### config.mk
export PLATFORM = sky130hd
export DESIGN_NAME = joystick_direction_with_hold_timeout_top
export DESIGN_NICKNAME = d
export VERILOG_FILES = /design/src/rtl/core/jdh_pkg.sv /design/src/rtl/core/joystick_direction_with_hold_timeout_top.sv /design/src/rtl/core/jdh_step.sv
export VERILOG_INCLUDE_DIRS = /design/src /design/src/rtl/core
export SDC_FILE = /design/constraint.sdc
export NUM_CORES = 1
export LEC_CHECK = 0
export BUFFER_PORTS_ARGS = -buffer_cell sky130_fd_sc_hd__buf_4
export CAP_MARGIN = 20
export CORE_MARGIN = 2
export CORE_UTILIZATION = 40
export CTS_CLUSTER_DIAMETER = 40
export DETAILED_ROUTE_END_ITERATION = 6
export GPL_TIMING_DRIVEN = 0
export PLACE_DENSITY_LB_ADDON = 0.08
export SYNTH_ARGS = -nofsm -noshare
export SYNTH_HDL_FRONTEND = slang
export SYNTH_HIERARCHICAL = 1
export SYNTH_SLANG_ARGS = --single-unit
### constraint.sdc
create_clock -name clk -period 4.2 [get_ports clk]
set_input_delay 1.26 -clock clk [delete_from_list [all_inputs] [get_ports clk]]
set_output_delay 1.26 -clock clk [all_outputs]
set_load 0.005 [all_outputs]
### src/rtl/core/assert_macros.svh
// Assertion macros for the joystick decoder RTL.
`ifndef ASSERT_MACROS_SVH
`define ASSERT_MACROS_SVH

// Check a property on every rising clk edge outside reset.
`define JDH_ASSERT(lbl, prop, msg) \
    lbl: assert property (@(posedge clk) disable iff (!rst_n) (prop)) \
        else $error(msg);

// Check a property on every rising clk edge, reset included.
`define JDH_ASSERT_ALWAYS(lbl, prop, msg) \
    lbl: assert property (@(posedge clk) (prop)) \
        else $error(msg);

`endif

### src/rtl/core/jdh_pkg.sv
// Types, codes and reset values for the joystick direction decoder.
package jdh_pkg;

    localparam int SAMPLE_BITS_DEF = 12;
    localparam int TICK_BITS       = 17;
    localparam int TIMEOUT_BITS    = 16;
    localparam int CFG_ADDR_BITS   = 3;
    localparam int CFG_DATA_BITS   = 16;
    localparam int EVENT_BITS      = 3;
    localparam int OUT_DATA_BITS   = 8;

    localparam logic [TICK_BITS-1:0] TICKS_MAX = {TICK_BITS{1'b1}};

    localparam logic [15:0] CENTER_LOW_RST   = 16'd1900;
    localparam logic [15:0] CENTER_HIGH_RST  = 16'd2300;
    localparam logic [15:0] PRESS_LOW_RST    = 16'd500;
    localparam logic [15:0] PRESS_HIGH_RST   = 16'd3600;
    localparam logic [15:0] HOLD_TIMEOUT_RST = 16'd6000;

    typedef enum logic [CFG_ADDR_BITS-1:0] {
        REG_CENTER_LOW   = 3'd0,
        REG_CENTER_HIGH  = 3'd1,
        REG_PRESS_LOW    = 3'd2,
        REG_PRESS_HIGH   = 3'd3,
        REG_HOLD_TIMEOUT = 3'd4
    } reg_index_t;

    typedef enum logic [2:0] {
        MODE_IDLE  = 3'd0,
        MODE_LEFT  = 3'd1,
        MODE_DOWN  = 3'd2,
        MODE_RIGHT = 3'd3,
        MODE_UP    = 3'd4,
        MODE_ERROR = 3'd5
    } mode_t;

    localparam logic [EVENT_BITS-1:0] EV_NONE    = 3'd0;
    localparam logic [EVENT_BITS-1:0] EV_LEFT    = 3'd1;
    localparam logic [EVENT_BITS-1:0] EV_DOWN    = 3'd2;
    localparam logic [EVENT_BITS-1:0] EV_RIGHT   = 3'd3;
    localparam logic [EVENT_BITS-1:0] EV_UP      = 3'd4;
    localparam logic [EVENT_BITS-1:0] EV_ERROR   = 3'd5;
    localparam logic [EVENT_BITS-1:0] EV_HOLDING = 3'd6;

    typedef struct packed {
        mode_t                mode;
        logic [TICK_BITS-1:0] hold_ticks;
    } jdh_state_t;

endpackage

### src/rtl/core/joystick_direction_with_hold_timeout_top.sv
// Top level of the joystick direction decoder with hold timeout.
//
//  channel | dir | handshake          | contents
//  --------+-----+--------------------+-------------------------------------
//  s_axis  | in  | s_tvalid/s_tready  | x_sample, y_sample, tick
//  m_axis  | out | m_tvalid/m_tready  | event_res
//  cfg     | in  | cfg_we             | cfg_addr selects register, cfg_data
//
//  One sample in, one event out; a new sample is taken every cycle unless
//  m_tready stalls the result. The decode and state update sit between the
//  input transfer and the result register.
//  The result register frees in the same cycle it is taken, so only a stall
//  on m_tready holds back s_tready.
//  Reset returns the mode to idle, clears the hold counter and loads the
//  default thresholds.
`include "assert_macros.svh"

module joystick_direction_with_hold_timeout_top #(
    parameter int SAMPLE_BITS = jdh_pkg::SAMPLE_BITS_DEF,
    localparam int IN_BITS    = ((2 * SAMPLE_BITS + 1 + 7) / 8) * 8
) (
    input  logic                                 clk,
    input  logic                                 rst_n,
    input  logic                                 s_tvalid,
    output logic                                 s_tready,
    // low to high: x_sample, y_sample, tick, zero fill
    input  logic [IN_BITS-1:0]                   s_tdata,
    output logic                                 m_tvalid,
    input  logic                                 m_tready,
    // low to high: event_res, zero fill
    output logic [jdh_pkg::OUT_DATA_BITS-1:0]    m_tdata,
    input  logic                                 cfg_we,
    input  logic [jdh_pkg::CFG_ADDR_BITS-1:0]    cfg_addr,
    input  logic [jdh_pkg::CFG_DATA_BITS-1:0]    cfg_data
);

    logic [SAMPLE_BITS-1:0]           center_low_reg;
    logic [SAMPLE_BITS-1:0]           center_high_reg;
    logic [SAMPLE_BITS-1:0]           press_low_reg;
    logic [SAMPLE_BITS-1:0]           press_high_reg;
    logic [jdh_pkg::TIMEOUT_BITS-1:0] hold_timeout_reg;

    jdh_pkg::jdh_state_t              state_reg;
    jdh_pkg::jdh_state_t              state_next;
    logic                             valid_reg;
    logic [jdh_pkg::EVENT_BITS-1:0]   event_reg;
    logic [jdh_pkg::EVENT_BITS-1:0]   event_next;
    logic                             s_xfer;

    assign s_tready = !valid_reg || m_tready;
    assign s_xfer   = s_tvalid && s_tready;
    assign m_tvalid = valid_reg;
    assign m_tdata  = {{(jdh_pkg::OUT_DATA_BITS - jdh_pkg::EVENT_BITS){1'b0}}, event_reg};

    always_ff @(posedge clk or negedge rst_n)
    begin
        if (!rst_n)
        begin
            center_low_reg   <= jdh_pkg::CENTER_LOW_RST[SAMPLE_BITS-1:0];
            center_high_reg  <= jdh_pkg::CENTER_HIGH_RST[SAMPLE_BITS-1:0];
            press_low_reg    <= jdh_pkg::PRESS_LOW_RST[SAMPLE_BITS-1:0];
            press_high_reg   <= jdh_pkg::PRESS_HIGH_RST[SAMPLE_BITS-1:0];
            hold_timeout_reg <= jdh_pkg::HOLD_TIMEOUT_RST;
        end
        else if (cfg_we)
        begin
            case (cfg_addr)
                jdh_pkg::REG_CENTER_LOW:   center_low_reg   <= cfg_data[SAMPLE_BITS-1:0];
                jdh_pkg::REG_CENTER_HIGH:  center_high_reg  <= cfg_data[SAMPLE_BITS-1:0];
                jdh_pkg::REG_PRESS_LOW:    press_low_reg    <= cfg_data[SAMPLE_BITS-1:0];
                jdh_pkg::REG_PRESS_HIGH:   press_high_reg   <= cfg_data[SAMPLE_BITS-1:0];
                jdh_pkg::REG_HOLD_TIMEOUT: hold_timeout_reg <= cfg_data;
                default: ;
            endcase
        end
    end

    jdh_step #(
        .SAMPLE_BITS (SAMPLE_BITS)
    ) u_step (
        .x_sample     (s_tdata[SAMPLE_BITS-1:0]),
        .y_sample     (s_tdata[2*SAMPLE_BITS-1:SAMPLE_BITS]),
        .tick         (s_tdata[2*SAMPLE_BITS]),
        .center_low   (center_low_reg),
        .center_high  (center_high_reg),
        .press_low    (press_low_reg),
        .press_high   (press_high_reg),
        .hold_timeout (hold_timeout_reg),
        .cur          (state_reg),
        .nxt          (state_next),
        .event_res    (event_next)
    );

    always_ff @(posedge clk or negedge rst_n)
    begin
        if (!rst_n)
        begin
            state_reg.mode       <= jdh_pkg::MODE_IDLE;
            state_reg.hold_ticks <= '0;
            valid_reg            <= 1'b0;
        end
        else
        begin
            if (s_xfer)
            begin
                state_reg <= state_next;
                valid_reg <= 1'b1;
            end
            else if (m_tready)
            begin
                valid_reg <= 1'b0;
            end
        end
    end

    // payload: load on every input transfer
    always_ff @(posedge clk)
    begin
        if (s_xfer)
        begin
            event_reg <= event_next;
        end
    end

    `JDH_ASSERT(a_xfer_gives_result, s_xfer |=> m_tvalid, "accepted sample left no result")
    `JDH_ASSERT(a_error_matches_mode,
        s_xfer |=> ((event_reg == jdh_pkg::EV_ERROR) == (state_reg.mode == jdh_pkg::MODE_ERROR)),
        "error event and error mode disagree")
    `JDH_ASSERT(a_holding_matches_mode,
        s_xfer |=> ((event_reg == jdh_pkg::EV_HOLDING) ==
            (state_reg.mode == jdh_pkg::MODE_LEFT || state_reg.mode == jdh_pkg::MODE_DOWN ||
             state_reg.mode == jdh_pkg::MODE_RIGHT || state_reg.mode == jdh_pkg::MODE_UP)),
        "holding event and hold mode disagree")
    `JDH_ASSERT(a_state_holds_idle, !s_xfer |=> $stable(state_reg),
        "state moved without an input transfer")

endmodule

### src/rtl/core/jdh_step.sv
// Per-sample next-state and event logic of the joystick decoder.
module jdh_step #(
    parameter int SAMPLE_BITS = jdh_pkg::SAMPLE_BITS_DEF
) (
    input  logic [SAMPLE_BITS-1:0]            x_sample,
    input  logic [SAMPLE_BITS-1:0]            y_sample,
    input  logic                              tick,
    input  logic [SAMPLE_BITS-1:0]            center_low,
    input  logic [SAMPLE_BITS-1:0]            center_high,
    input  logic [SAMPLE_BITS-1:0]            press_low,
    input  logic [SAMPLE_BITS-1:0]            press_high,
    input  logic [jdh_pkg::TIMEOUT_BITS-1:0]  hold_timeout,
    input  jdh_pkg::jdh_state_t               cur,
    output jdh_pkg::jdh_state_t               nxt,
    output logic [jdh_pkg::EVENT_BITS-1:0]    event_res
);

    logic [jdh_pkg::TICK_BITS-1:0] ticks_inc;
    logic                          timed_out;
    logic                          released;
    logic                          x_in_band;
    logic                          y_in_band;
    logic                          centred;

    assign x_in_band = (x_sample >= center_low) && (x_sample <= center_high);
    assign y_in_band = (y_sample >= center_low) && (y_sample <= center_high);
    assign centred   = (x_sample > center_low) && (x_sample < center_high) &&
                       (y_sample > center_low) && (y_sample < center_high);

    // saturate the elapsed counter rather than wrap
    assign ticks_inc = (tick && (cur.hold_ticks != jdh_pkg::TICKS_MAX)) ?
                       cur.hold_ticks + 1'b1 : cur.hold_ticks;
    assign timed_out = ticks_inc > {1'b0, hold_timeout};

    always_comb
    begin
        case (cur.mode)
            jdh_pkg::MODE_LEFT:  released = x_sample >= center_low;
            jdh_pkg::MODE_DOWN:  released = y_sample >= center_low;
            jdh_pkg::MODE_RIGHT: released = x_sample <= center_high;
            default:             released = y_sample <= center_high;
        endcase
    end

    always_comb
    begin
        nxt       = cur;
        event_res = jdh_pkg::EV_NONE;
        case (cur.mode)
            jdh_pkg::MODE_ERROR:
            begin
                if (x_in_band && y_in_band)
                begin
                    nxt.mode = jdh_pkg::MODE_IDLE;
                end
                else
                begin
                    event_res = jdh_pkg::EV_ERROR;
                end
            end
            jdh_pkg::MODE_LEFT, jdh_pkg::MODE_DOWN,
            jdh_pkg::MODE_RIGHT, jdh_pkg::MODE_UP:
            begin
                nxt.hold_ticks = ticks_inc;
                if (timed_out)
                begin
                    nxt.mode  = jdh_pkg::MODE_ERROR;
                    event_res = jdh_pkg::EV_ERROR;
                end
                else if (released)
                begin
                    nxt.mode  = jdh_pkg::MODE_IDLE;
                    event_res = cur.mode;
                end
                else
                begin
                    event_res = jdh_pkg::EV_HOLDING;
                end
            end
            default:
            begin
                nxt.mode = jdh_pkg::MODE_IDLE;
                if (!centred)
                begin
                    // first deflection wins: left, down, right, up
                    if (x_sample < press_low)
                    begin
                        nxt.mode = jdh_pkg::MODE_LEFT;
                    end
                    else if (y_sample < press_low)
                    begin
                        nxt.mode = jdh_pkg::MODE_DOWN;
                    end
                    else if (x_sample > press_high)
                    begin
                        nxt.mode = jdh_pkg::MODE_RIGHT;
                    end
                    else if (y_sample > press_high)
                    begin
                        nxt.mode = jdh_pkg::MODE_UP;
                    end
                    if (nxt.mode != jdh_pkg::MODE_IDLE)
                    begin
                        nxt.hold_ticks = '0;
                        event_res      = jdh_pkg::EV_HOLDING;
                    end
                end
            end
        endcase
    end

endmodule
# After elaboration in Yosys (flattened, before gate mapping)
# Index checks and enable logic that the tools add are counted.
# classes
add_sub_neg	1
n_lt_le_gt_ge	13
eq_ne	13
n_mux	23
bitwise_logic	1
reduce_logical	23
# op_table
op	count
$gt A12 B12 Y1	4
$lt A12 B12 Y1	4
$mux W3	14
$mux W17	2
$pmux W17 S2	1
$ge A12 B12 Y1	2
$le A12 B12 Y1	2
$mux W20	1
$add A17 B1 Y17 const B	1
$gt A17 B16 Y1	1
$ne A17 B17 Y1 const B	1
$eq A3 B2 Y1 const B	4
$pmux W3 S2	2
$reduce_and A2 Y1	5
$eq A3 B3 Y1 const B	3
$logic_and A1 B1 Y1	8
$eq A3 B1 Y1 const B	2
$reduce_or A5 Y1	1
$reduce_and A4 Y1	1
$reduce_bool A2 Y1	2
$reduce_or A4 Y1	1
$logic_not A3 Y1	1
$ne A3 B1 Y1 const B	1
$pmux W1 S3	1
other kinds (8)	9
# word_totals
regBits	88
inputBits	56
output_inout_bits	10
elab_cells	83

# Longest topological paths before layout
# Gate-level depths: netlist of the first run.
# depth
ltp_word	11
depth_mapped	18
depth_no_buf	18

# By module
# The synthesis of the first run kept the hierarchy.
# modules_own_cells
module	instances	cells_each	area_per_inst_um2	seq_area_each_um2
jdh_step	1	492	3569.7	0.0
joystick_direction_with_hold_timeout_top	1	195	3407.0	2255.9

# Worst setup path after synthesis of the first run
# Ideal clock, no wire load.
# synth_path
path_kind	in2reg
startpoint	input s_tdata[24]
endpoint	register state_reg[17] (netlist bit)
setup_time_ps	125
arrival_ps	3810
required_time_ps	4075
setup_slack_ps	265
cell_stages	13
path_buffers	0
path_cell_list	nor2b_1 and3_1 nand4_1 xnor2_1 ha_1 a21oi_1 nand2_1 a221o_1 o21ai_0 a21boi_1 o31ai_1 o211ai_1 mux2_2
# synth_lines
item	line_no	rtl
from (decl)	joystick_direction_with_hold_timeout_top.sv:27	input logic [IN_BITS-1:0] s_tdata,
to (signal assigned)	joystick_direction_with_hold_timeout_top.sv:106	state_reg <= state_next;
to (decl)	joystick_direction_with_hold_timeout_top.sv:43	jdh_pkg::jdh_state_t state_reg;

==> reports/qor.json, run 1 <==
{
  "status": {
    "outcome": "complete, no violations"
  },
  "sta": {
    "clock-skew-final_ps": 7.71,
    "finalSetupViolations": 0,
    "postLayoutSetupSlackWorst_ps": 188,
    "timing.final.crit_period_ps": 4010,
    "hold_viol": 0,
    "min_period_over_period_pct": 95.5,
    "max_clock_freq_mhz": 249,
    "max_slew_violations": 0,
    "slew_headroom_pct": 39.7,
    "worst_case_hold_slack_ps": 505,
    "tightestPinTransition_ps": 897
  },
  "yosys": {
    "synth_top_area_share_pct": 20.1,
    "synth.avg_cell_area_um2": 10.2,
    "netlist-cell-type-count": 61,
    "postSynth.asyncResetShare_pct": 96.6,
    "yosys_most_used_dff": "sky130_fd_sc_hd__dfrtp_1",
    "synth_seq_area_share_pct": 32.3,
    "yosys-top-cells-area": "sky130_fd_sc_hd__ha_1 20%, sky130_fd_sc_hd__dfrtp_1 19%, sky130_fd_sc_hd__mux2_2 14%",
    "netlist_instances": 687,
    "synth-edff-count": 3,
    "post-synth-top-area-cell": "sky130_fd_sc_hd__ha_1",
    "syn_warnings": 6,
    "syn-cell-area_um2": 6980,
    "ys_seq_elements": 88
  },
  "worst_setup_path": {
    "cp.buffers_inverters": 0,
    "worst-setup-path-type": "reg -> reg",
    "worstPathCellList": "ha_1 > nand3_2 > nand3b_1 > nor3_1 > ha_1 > nor2b_4 > and3_4 > nand4_1 > nor2_1 > xor2_1 > ha_1 > nand4_1 > a21oi_1 > nor4b_2 > a21boi_2 > o41ai_1 > mux2_2",
    "crit_start": "state_reg[1]",
    "cp_slowest_cell": "sky130_fd_sc_hd__o41ai_1",
    "crit_top_cell": "sky130_fd_sc_hd__ha_1",
    "worstPathArrival_ps": 4300,
    "rr_startpoint": "state_reg[1]",
    "rr_endpoint": "state_reg[18]",
    "critical_path_cell_count": 17,
    "worst_setup_path_start_kind": "flip-flop",
    "crit_path_end_kind": "flip-flop",
    "max_stage_delay_ps": 440,
    "worst-endpoint-required_ps": 4490,
    "worst_path_dominant_cell_family": "simple AND/OR/NAND/NOR gates",
    "timing.reg2reg.setup_slack_ps": 190,
    "critical_path.endpoint": "state_reg[18]",
    "path_max_fanout": 8,
    "worst_r2r_path_depth": 17
  },
  "drt": {
    "viasPerCell": 5.54,
    "detail_route.first_pass.iterations": 4,
    "initialDrtViolationCount": 251,
    "route.detailed.wl_per_inst_um": 18.9,
    "drt_drc_violations_left": 0,
    "detail_route.wirelength_um": 18700,
    "vias": 5494,
    "route.antenna.remaining_nets": 0
  },
  "finish": {
    "layout_common_cells": "112 x sky130_fd_sc_hd__ha_1, 84 x sky130_fd_sc_hd__mux2_2, 69 x sky130_fd_sc_hd__inv_1, 66 x sky130_fd_sc_hd__buf_4, 51 x sky130_fd_sc_hd__dfrtp_1",
    "final_design_area_excluding_fillers_um2": 8090,
    "final-instance-count-excl-fill": 992,
    "seqCellArea_um2": 2260,
    "multi_input_area_um2": 4420,
    "area.growth.synth_to_final_pct": 16.0,
    "final_layout_size_suffix_gt1_share_pct": 29.9,
    "num-nets-final": 930,
    "final.fill_count": 1699,
    "final_common_cell": "sky130_fd_sc_hd__ha_1",
    "number_of_flip_flops_under_the_largest_register_name": 20,
    "final_antenna_diode_count": 0
  },
  "global_route": {
    "grt_first_pass_wirelength_um": 29300,
    "overflow": 0,
    "grt_max_degree": 86,
    "global_route_usage_sum_pct": 21.0,
    "grt_antenna_before_repair": 0,
    "grt_pass1_vias": 5478
  },
  "floorplan": {
    "num_rows": 48,
    "core_region_area_um2": 17200,
    "die_width_um": 136,
    "start_util_pct": 40.6,
    "fp.dieArea_um2": 18500,
    "ioPinCount": 66,
    "die-height_um": 136
  },
  "cts": {
    "cts.sink_count": 88,
    "cts_root_buf": "sky130_fd_sc_hd__clkbuf_16",
    "worstSkewPairLatency_ps": 350,
    "post_cts_hold_buffer_count": 0,
    "clock_tree.buffer_depth": 2,
    "numCtsBuffers": 9,
    "count_of_h_tree_levels_built_during_cts": 3,
    "cts.reportedPaths.clkPinSlew_ps": 70,
    "tritoncts": "built"
  },
  "flow_run": {
    "drv_cap": 0
  },
  "power_and_ir_drop": {
    "total_power_uw": 3530,
    "power.density_nw_per_um2": 437,
    "p_leak_uw": 0.00372,
    "ir_drop_mv": 0.210
  },
  "place": {
    "placedInstanceArea_um2": 7670,
    "detailedPlacementHpwl_um": 15000,
    "gp_routability_congestion": 0.913,
    "portBuffers": 53,
    "pre_cts_ws_ps": -494,
    "place_inst": 969
  },
  "min_path": {
    "class_of_the_worst_hold_path": "reg -> reg"
  }
}
[cell families (layout without fill, tap and decap cells)]
family / after synthesis / in the layout / share of synthesized area, %
AO/OA/AOI/OAI: 129 / 129 / 12.7
XOR/XNOR: 19 / 19 / 2.39
adder cells (fa/ha/maj): 112 / 112 / 20.1
buffers and inverters: 85 / 161 / 5.33
flip-flops: 88 / 88 / 32.3
multiplexers: 85 / 85 / 13.7
other: 1 / 5 / 0.0538
AND/OR/NAND/NOR: 168 / 168 / 13.5
[worst min path at each step]
| stage | to | from | cells past startpoint |
|---|---|---|---|
| floorplan | press_high_reg[1] | press_high_reg[1] | 1 |
| global placement | press_high_reg[2] | press_high_reg[2] | 1 |
| detailed placement | press_high_reg[6] | press_high_reg[6] | 1 |
| CTS | press_high_reg[6] | press_high_reg[6] | 1 |
| global route | center_low_reg[4] | center_low_reg[4] | 1 |
| finish | press_high_reg[6] | press_high_reg[6] | 1 |
[report_power, final]
part	switching [uW]	total, uW	internal [uW]
Combinational	864	1520	654
Sequential	122	1210	1090
Clock	346	807	462
[final cells by class]
class,count,share of cell area (%)
multi-input combinational,518,54.6
sequential,88,27.9
inverter,69,3.20
timing repair buffer,60,5.82
tap,225,3.48
clock buffer,11,2.88
buffer,16,1.39
clock inverter,5,0.727
[metrics by stage]
| step | TNS, ps | utilization [%] |
|---|---|---|
| 2_1_floorplan | 0 | - |
| 3_3_place_gp | -1820 | 44.7 |
| 3_5_place_dp | -2410 | 44.7 |
| 4_1_cts | 0 | 46.4 |
| 5_1_grt | -22.6 | 47.1 |
| 6_report | 0 | 47.1 |
[layer usage]
layer	part of all wire (%)	wire length (um)	up-vias	GRT usage (%)
li1	-	-	2660	-
met1	46	8670	2682	28.2
met2	48	8930	128	34.8
met3	3.8	705	24	2.61
met4	2.3	438	0	7.58
met5	0	0	-	0
[Yosys cell counts, types with 3 or more instances]
cell                         n
sky130_fd_sc_hd__dfstp_2    31
sky130_fd_sc_hd__o31ai_1     3
sky130_fd_sc_hd__xor2_1      6
sky130_fd_sc_hd__a21o_1      7
sky130_fd_sc_hd__xnor2_1    13
sky130_fd_sc_hd__a31oi_1     4
sky130_fd_sc_hd__o211ai_1   11
sky130_fd_sc_hd__a22oi_1    11
sky130_fd_sc_hd__o21ai_0    23
sky130_fd_sc_hd__nand2b_1    8
sky130_fd_sc_hd__and3_1      8
sky130_fd_sc_hd__edfxtp_1    3
sky130_fd_sc_hd__and2_1      3
sky130_fd_sc_hd__mux2_2     84
sky130_fd_sc_hd__nand2_1    43
sky130_fd_sc_hd__nor3_1      9
sky130_fd_sc_hd__nand3_1    19
sky130_fd_sc_hd__dfrtp_1    54
sky130_fd_sc_hd__nor2b_1    10
sky130_fd_sc_hd__buf_2       3
sky130_fd_sc_hd__ha_1      112
sky130_fd_sc_hd__inv_1      69
sky130_fd_sc_hd__nand4_1    27
sky130_fd_sc_hd__a21boi_0    3
sky130_fd_sc_hd__nor2_1     20
sky130_fd_sc_hd__a21oi_1    39
sky130_fd_sc_hd__buf_6       3
sky130_fd_sc_hd__and4_1      5
sky130_fd_sc_hd__clkbuf_1    3
sky130_fd_sc_hd__buf_4       7
sky130_fd_sc_hd__a211oi_1    3
[worst reg2reg max path: cells and delay by family (launching register included)]
kind | cells | cell delay [ps]
fa+ha+maj | 3 | 750
flops | 1 | 420
simple gates | 9 | 1600
mux | 1 | 220
compound gates | 3 | 700
xor+xnor | 1 | 280
[repair_timing]
item                                    in CTS  in global routing
pin swaps                                    0                  7
endpoints found under the setup margin       6                  5
resized for setup                            4                 13
endpoints found under the hold margin        0                  0
cloned                                       0                  0
buffers inserted                             0                  5
Note: power is estimated with default switching activity, not from simulation.
==> run 2, diff against run 1 <==
--- a/config.mk
+++ b/config.mk
@@ -9,7 +9,7 @@
 export BUFFER_PORTS_ARGS = -buffer_cell sky130_fd_sc_hd__buf_4
 export CAP_MARGIN = 20
 export CORE_MARGIN = 2
-export CORE_UTILIZATION = 40
+export CORE_UTILIZATION = 29
 export CTS_CLUSTER_DIAMETER = 40
 export DETAILED_ROUTE_END_ITERATION = 6
 export GPL_TIMING_DRIVEN = 0
==> run 2 against run 1 <==
Net effect: clock skew hardly changed; wire length increased by 8.4%; die area up 37%; clock-buffer cell count increased by 1; maximum frequency rose by 0.15%.
==> reports/qor.json, run 2 (synthesis results as in run 1) <==
{
  "status": {
    "outcome": {"value": "complete, no violations", "change": "unchanged"}
  },
  "finish": {
    "number_of_flip_flops_under_the_largest_register_name": {"value": 20, "change": "unchanged"},
    "final_common_cell": {"value": "sky130_fd_sc_hd__ha_1", "change": "unchanged"},
    "final.fill_count": {"value": 2411, "change": "was 1699"},
    "final_antenna_diode_count": {"value": 0, "change": "unchanged"},
    "num-nets-final": {"value": 931, "change": "was 930"},
    "area.growth.synth_to_final": {"value": 18.8, "unit": "%", "change": "was 16.0%"},
    "final-instance-count-excl-fill": {"value": 1087, "change": "was 992"},
    "layout_common_cells": {"value": "110 x sky130_fd_sc_hd__ha_1, 84 x sky130_fd_sc_hd__mux2_2, 69 x sky130_fd_sc_hd__inv_1, 67 x sky130_fd_sc_hd__buf_4, 48 x sky130_fd_sc_hd__dfrtp_1", "change": "was 112 x sky130_fd_sc_hd__ha_1, 84 x sky130_fd_sc_hd__mux2_2, 69 x sky130_fd_sc_hd__inv_1, 66 x sky130_fd_sc_hd__buf_4, 51 x sky130_fd_sc_hd__dfrtp_1"},
    "final_layout_size_suffix_gt1_share": {"value": 31.6, "unit": "%", "change": "was 29.9%"}
  },
  "sta": {
    "unrepaired_setup_endpoints_after_global_routing": "false",
    "timing.final.crit_period": {"value": 4010, "unit": "ps", "change": "about the same"},
    "clock-skew-final": {"value": 7.99, "unit": "ps", "change": "was 7.71 ps"},
    "final_tns_setup": {"value": 0, "unit": "ps", "change": "unchanged"},
    "finalSetupViolations": {"value": 0, "change": "unchanged"},
    "tightestPinTransition": {"value": 899, "unit": "ps", "change": "was 897 ps"},
    "hold_viol": {"value": 0, "change": "unchanged"},
    "max_clock_freq": {"value": 250, "unit": "MHz", "change": "was 249 MHz"},
    "slew_headroom": {"value": 39.6, "unit": "%", "change": "was 39.7%"},
    "max_slew_violations": {"value": 0, "change": "unchanged"},
    "min_period_over_period": {"value": 95.4, "unit": "%", "change": "was 95.5%"}
  },
  "floorplan": {
    "core_region_area": {"value": 23500, "unit": "um2", "change": "was 17200 um2"},
    "start_util": {"value": 29.6, "unit": "%", "change": "was 40.6%"},
    "die_width": {"value": 159, "unit": "um", "change": "was 136 um"},
    "ioPinCount": {"value": 66, "change": "unchanged"},
    "die-height": {"value": 159, "unit": "um", "change": "was 136 um"},
    "fp.dieArea": {"value": 25300, "unit": "um2", "change": "was 18500 um2"},
    "num_rows": {"value": 56, "change": "was 48"}
  },
  "cts": {
    "cts.reportedPaths.clkPinSlew": {"value": 70, "unit": "ps", "change": "about the same"},
    "clock_tree.buffer_depth": {"value": 2, "change": "unchanged"},
    "count_of_h_tree_levels_built_during_cts": {"value": 3, "change": "unchanged"},
    "cts_root_buf": {"value": "sky130_fd_sc_hd__clkbuf_16", "change": "unchanged"},
    "tritoncts": {"value": "built", "change": "unchanged"},
    "numCtsBuffers": {"value": 9, "change": "unchanged"},
    "worstSkewPairLatency": {"value": 350, "unit": "ps", "change": "about the same"},
    "cts.sink_count": {"value": 88, "change": "unchanged"}
  },
  "worst_setup_path": {
    "worst_setup_path_start_kind": {"value": "flip-flop", "change": "unchanged"},
    "worst-endpoint-required": {"value": 4430, "unit": "ps", "change": "was 4490 ps"},
    "worstPathArrival": {"value": 4240, "unit": "ps", "change": "was 4300 ps"},
    "worst_r2r_path_depth": {"value": 19, "change": "was 17"},
    "crit_path_end_kind": {"value": "flip-flop", "change": "unchanged"},
    "path_max_fanout": {"value": 8, "change": "unchanged"},
    "worst-setup-path-type": {"value": "reg -> reg", "change": "unchanged"}
  },
  "place": {
    "detailedPlacementHpwl": {"value": 16300, "unit": "um", "change": "was 15000 um"},
    "portBuffers": {"value": 53, "change": "unchanged"},
    "place_inst": {"value": 1064, "change": "was 969"},
    "gp_routability_congestion": {"value": 0.814, "change": "was 0.913"}
  },
  "drt": {
    "vias": {"value": 5533, "change": "was 5494"},
    "viasPerCell": {"value": 5.09, "change": "was 5.54"},
    "initialDrtViolationCount": {"value": 326, "change": "was 251"},
    "route.antenna.remaining_nets": {"value": 0, "change": "unchanged"},
    "route.detailed.wl_per_inst": {"value": 18.7, "unit": "um", "change": "was 18.9 um"},
    "detail_route.wirelength": {"value": 20300, "unit": "um", "change": "was 18700 um"},
    "detail_route.first_pass.iterations": {"value": 5, "change": "was 4"},
    "drt_drc_violations_left": {"value": 0, "change": "unchanged"}
  },
  "global_route": {
    "grt_pass1_vias": {"value": 5694, "change": "was 5478"},
    "global_route_usage_sum": {"value": 16.5, "unit": "%", "change": "was 21.0%"},
    "grt_max_degree": {"value": 67, "change": "was 86"},
    "grt_first_pass_wirelength": {"value": 32300, "unit": "um", "change": "was 29300 um"},
    "overflow": {"value": 0, "change": "unchanged"},
    "grt_antenna_before_repair": {"value": 1, "change": "was 0"}
  },
  "flow_run": {
    "drv_cap": {"value": 0, "change": "unchanged"}
  },
  "min_path": {
    "min_path_cells": {"value": 1, "change": "unchanged"},
    "class_of_the_worst_hold_path": {"value": "reg -> reg", "change": "unchanged"}
  },
  "power_and_ir_drop": {
    "ir_drop": {"value": 0.167, "unit": "mV", "change": "was 0.210 mV"},
    "p_leak": {"value": 0.00375, "unit": "uW", "change": "was 0.00372 uW"},
    "power.density": {"value": 428, "unit": "nW/um2", "change": "was 437 nW/um2"},
    "total_power": {"value": 3540, "unit": "uW", "change": "was 3530 uW"}
  }
}
[run 2: changes by cell type in the layout (fill, tap and decap cells not counted), moves of 2 or more]
cell	delta
sky130_fd_sc_hd__xor2_2	+3
sky130_fd_sc_hd__dfrtp_1	-3
sky130_fd_sc_hd__dfrtp_2	+3
sky130_fd_sc_hd__nor3_2	+2
sky130_fd_sc_hd__nor3_1	-2
sky130_fd_sc_hd__ha_2	+2
sky130_fd_sc_hd__clkinvlp_4	-2
sky130_fd_sc_hd__ha_1	-2
sky130_fd_sc_hd__xor2_1	-3
[run 2: worst paths after layout]
path,slack (ps),end,startpoint
setup / recovery,190,state_reg[17],state_reg[1]
hold / removal,510,hold_timeout_reg[13],hold_timeout_reg[13]
setup reg to reg,190,state_reg[17],state_reg[1]
hold reg to reg,510,hold_timeout_reg[13],hold_timeout_reg[13]
max in group asynchronous,2690,center_high_reg[7],rst_n
min in group asynchronous,810,press_high_reg[5],rst_n
[run 2: final cells by class]
type	instances	area, um2	share of cell area, %
Multi-Input combinational cell	518	4490	54.2
Sequential cell	88	2260	27.3
Timing Repair Buffer	61	478	5.77
Tap cell	319	399	4.82
Inverter	69	259	3.13
Clock buffer	12	236	2.85
Buffer	16	113	1.36
Clock inverter	4	48.8	0.589
[run 2: per-stage QoR]
step                      worst slack [ps]  hold WS, ps  instance area (um2)  util [%]
after floorplan                        265          479                 6990         -
after global placement                -481          492                 7790      33.1
after detailed placement              -505          496                 7820      33.2
after CTS                             19.9          510                 8140      34.6
after global routing                  12.6          524                 8290      35.2
final                                  194          507                 8290      35.2
[run 2: report_power, final]
part / switching [uW] / internal, uW / total [uW] / leakage (uW)
logic: 873 / 658 / 1530 / 0.00259
clock network: 343 / 461 / 804 / 0.000141
registers: 123 / 1090 / 1210 / 0.00102
[run 2: worst max-delay path, cell delays in order, from the launching register on]
cell                       delay, ps
sky130_fd_sc_hd__dfrtp_1         430
sky130_fd_sc_hd__ha_2            210
sky130_fd_sc_hd__nand3_2         100
sky130_fd_sc_hd__nand3b_1        160
sky130_fd_sc_hd__nor3_2           50
sky130_fd_sc_hd__ha_2            200
sky130_fd_sc_hd__nand2b_2        250
sky130_fd_sc_hd__nor2_4          160
sky130_fd_sc_hd__and2_2          210
sky130_fd_sc_hd__nand4_1         150
sky130_fd_sc_hd__xnor2_2         200
sky130_fd_sc_hd__ha_1            310
sky130_fd_sc_hd__nand4_1         180
sky130_fd_sc_hd__buf_4           190
sky130_fd_sc_hd__nor3_2          160
sky130_fd_sc_hd__nand3_1          90
sky130_fd_sc_hd__a21boi_4        210
sky130_fd_sc_hd__o31ai_1         210
sky130_fd_sc_hd__o211ai_1        140
sky130_fd_sc_hd__mux2_2          270
[run 2: what timing repair did]
action	in CTS	in global routing
pin swaps	0	10
hold buffers	0	0
resized for setup	9	27
endpoints found under the setup margin	6	5
setup buffers	0	6
[run 2: per-layer routing]
| metal | vias up | wire length [um] | GRT usage, % |
|---|---|---|---|
| met3 | 28 | 669 | 2.40 |
| li1 | 2666 | - | - |
| met4 | 0 | 483 | 5.99 |
| met1 | 2722 | 9530 | 21.9 |
| met2 | 117 | 9640 | 27.2 |
| met5 | - | 0 | 0 |
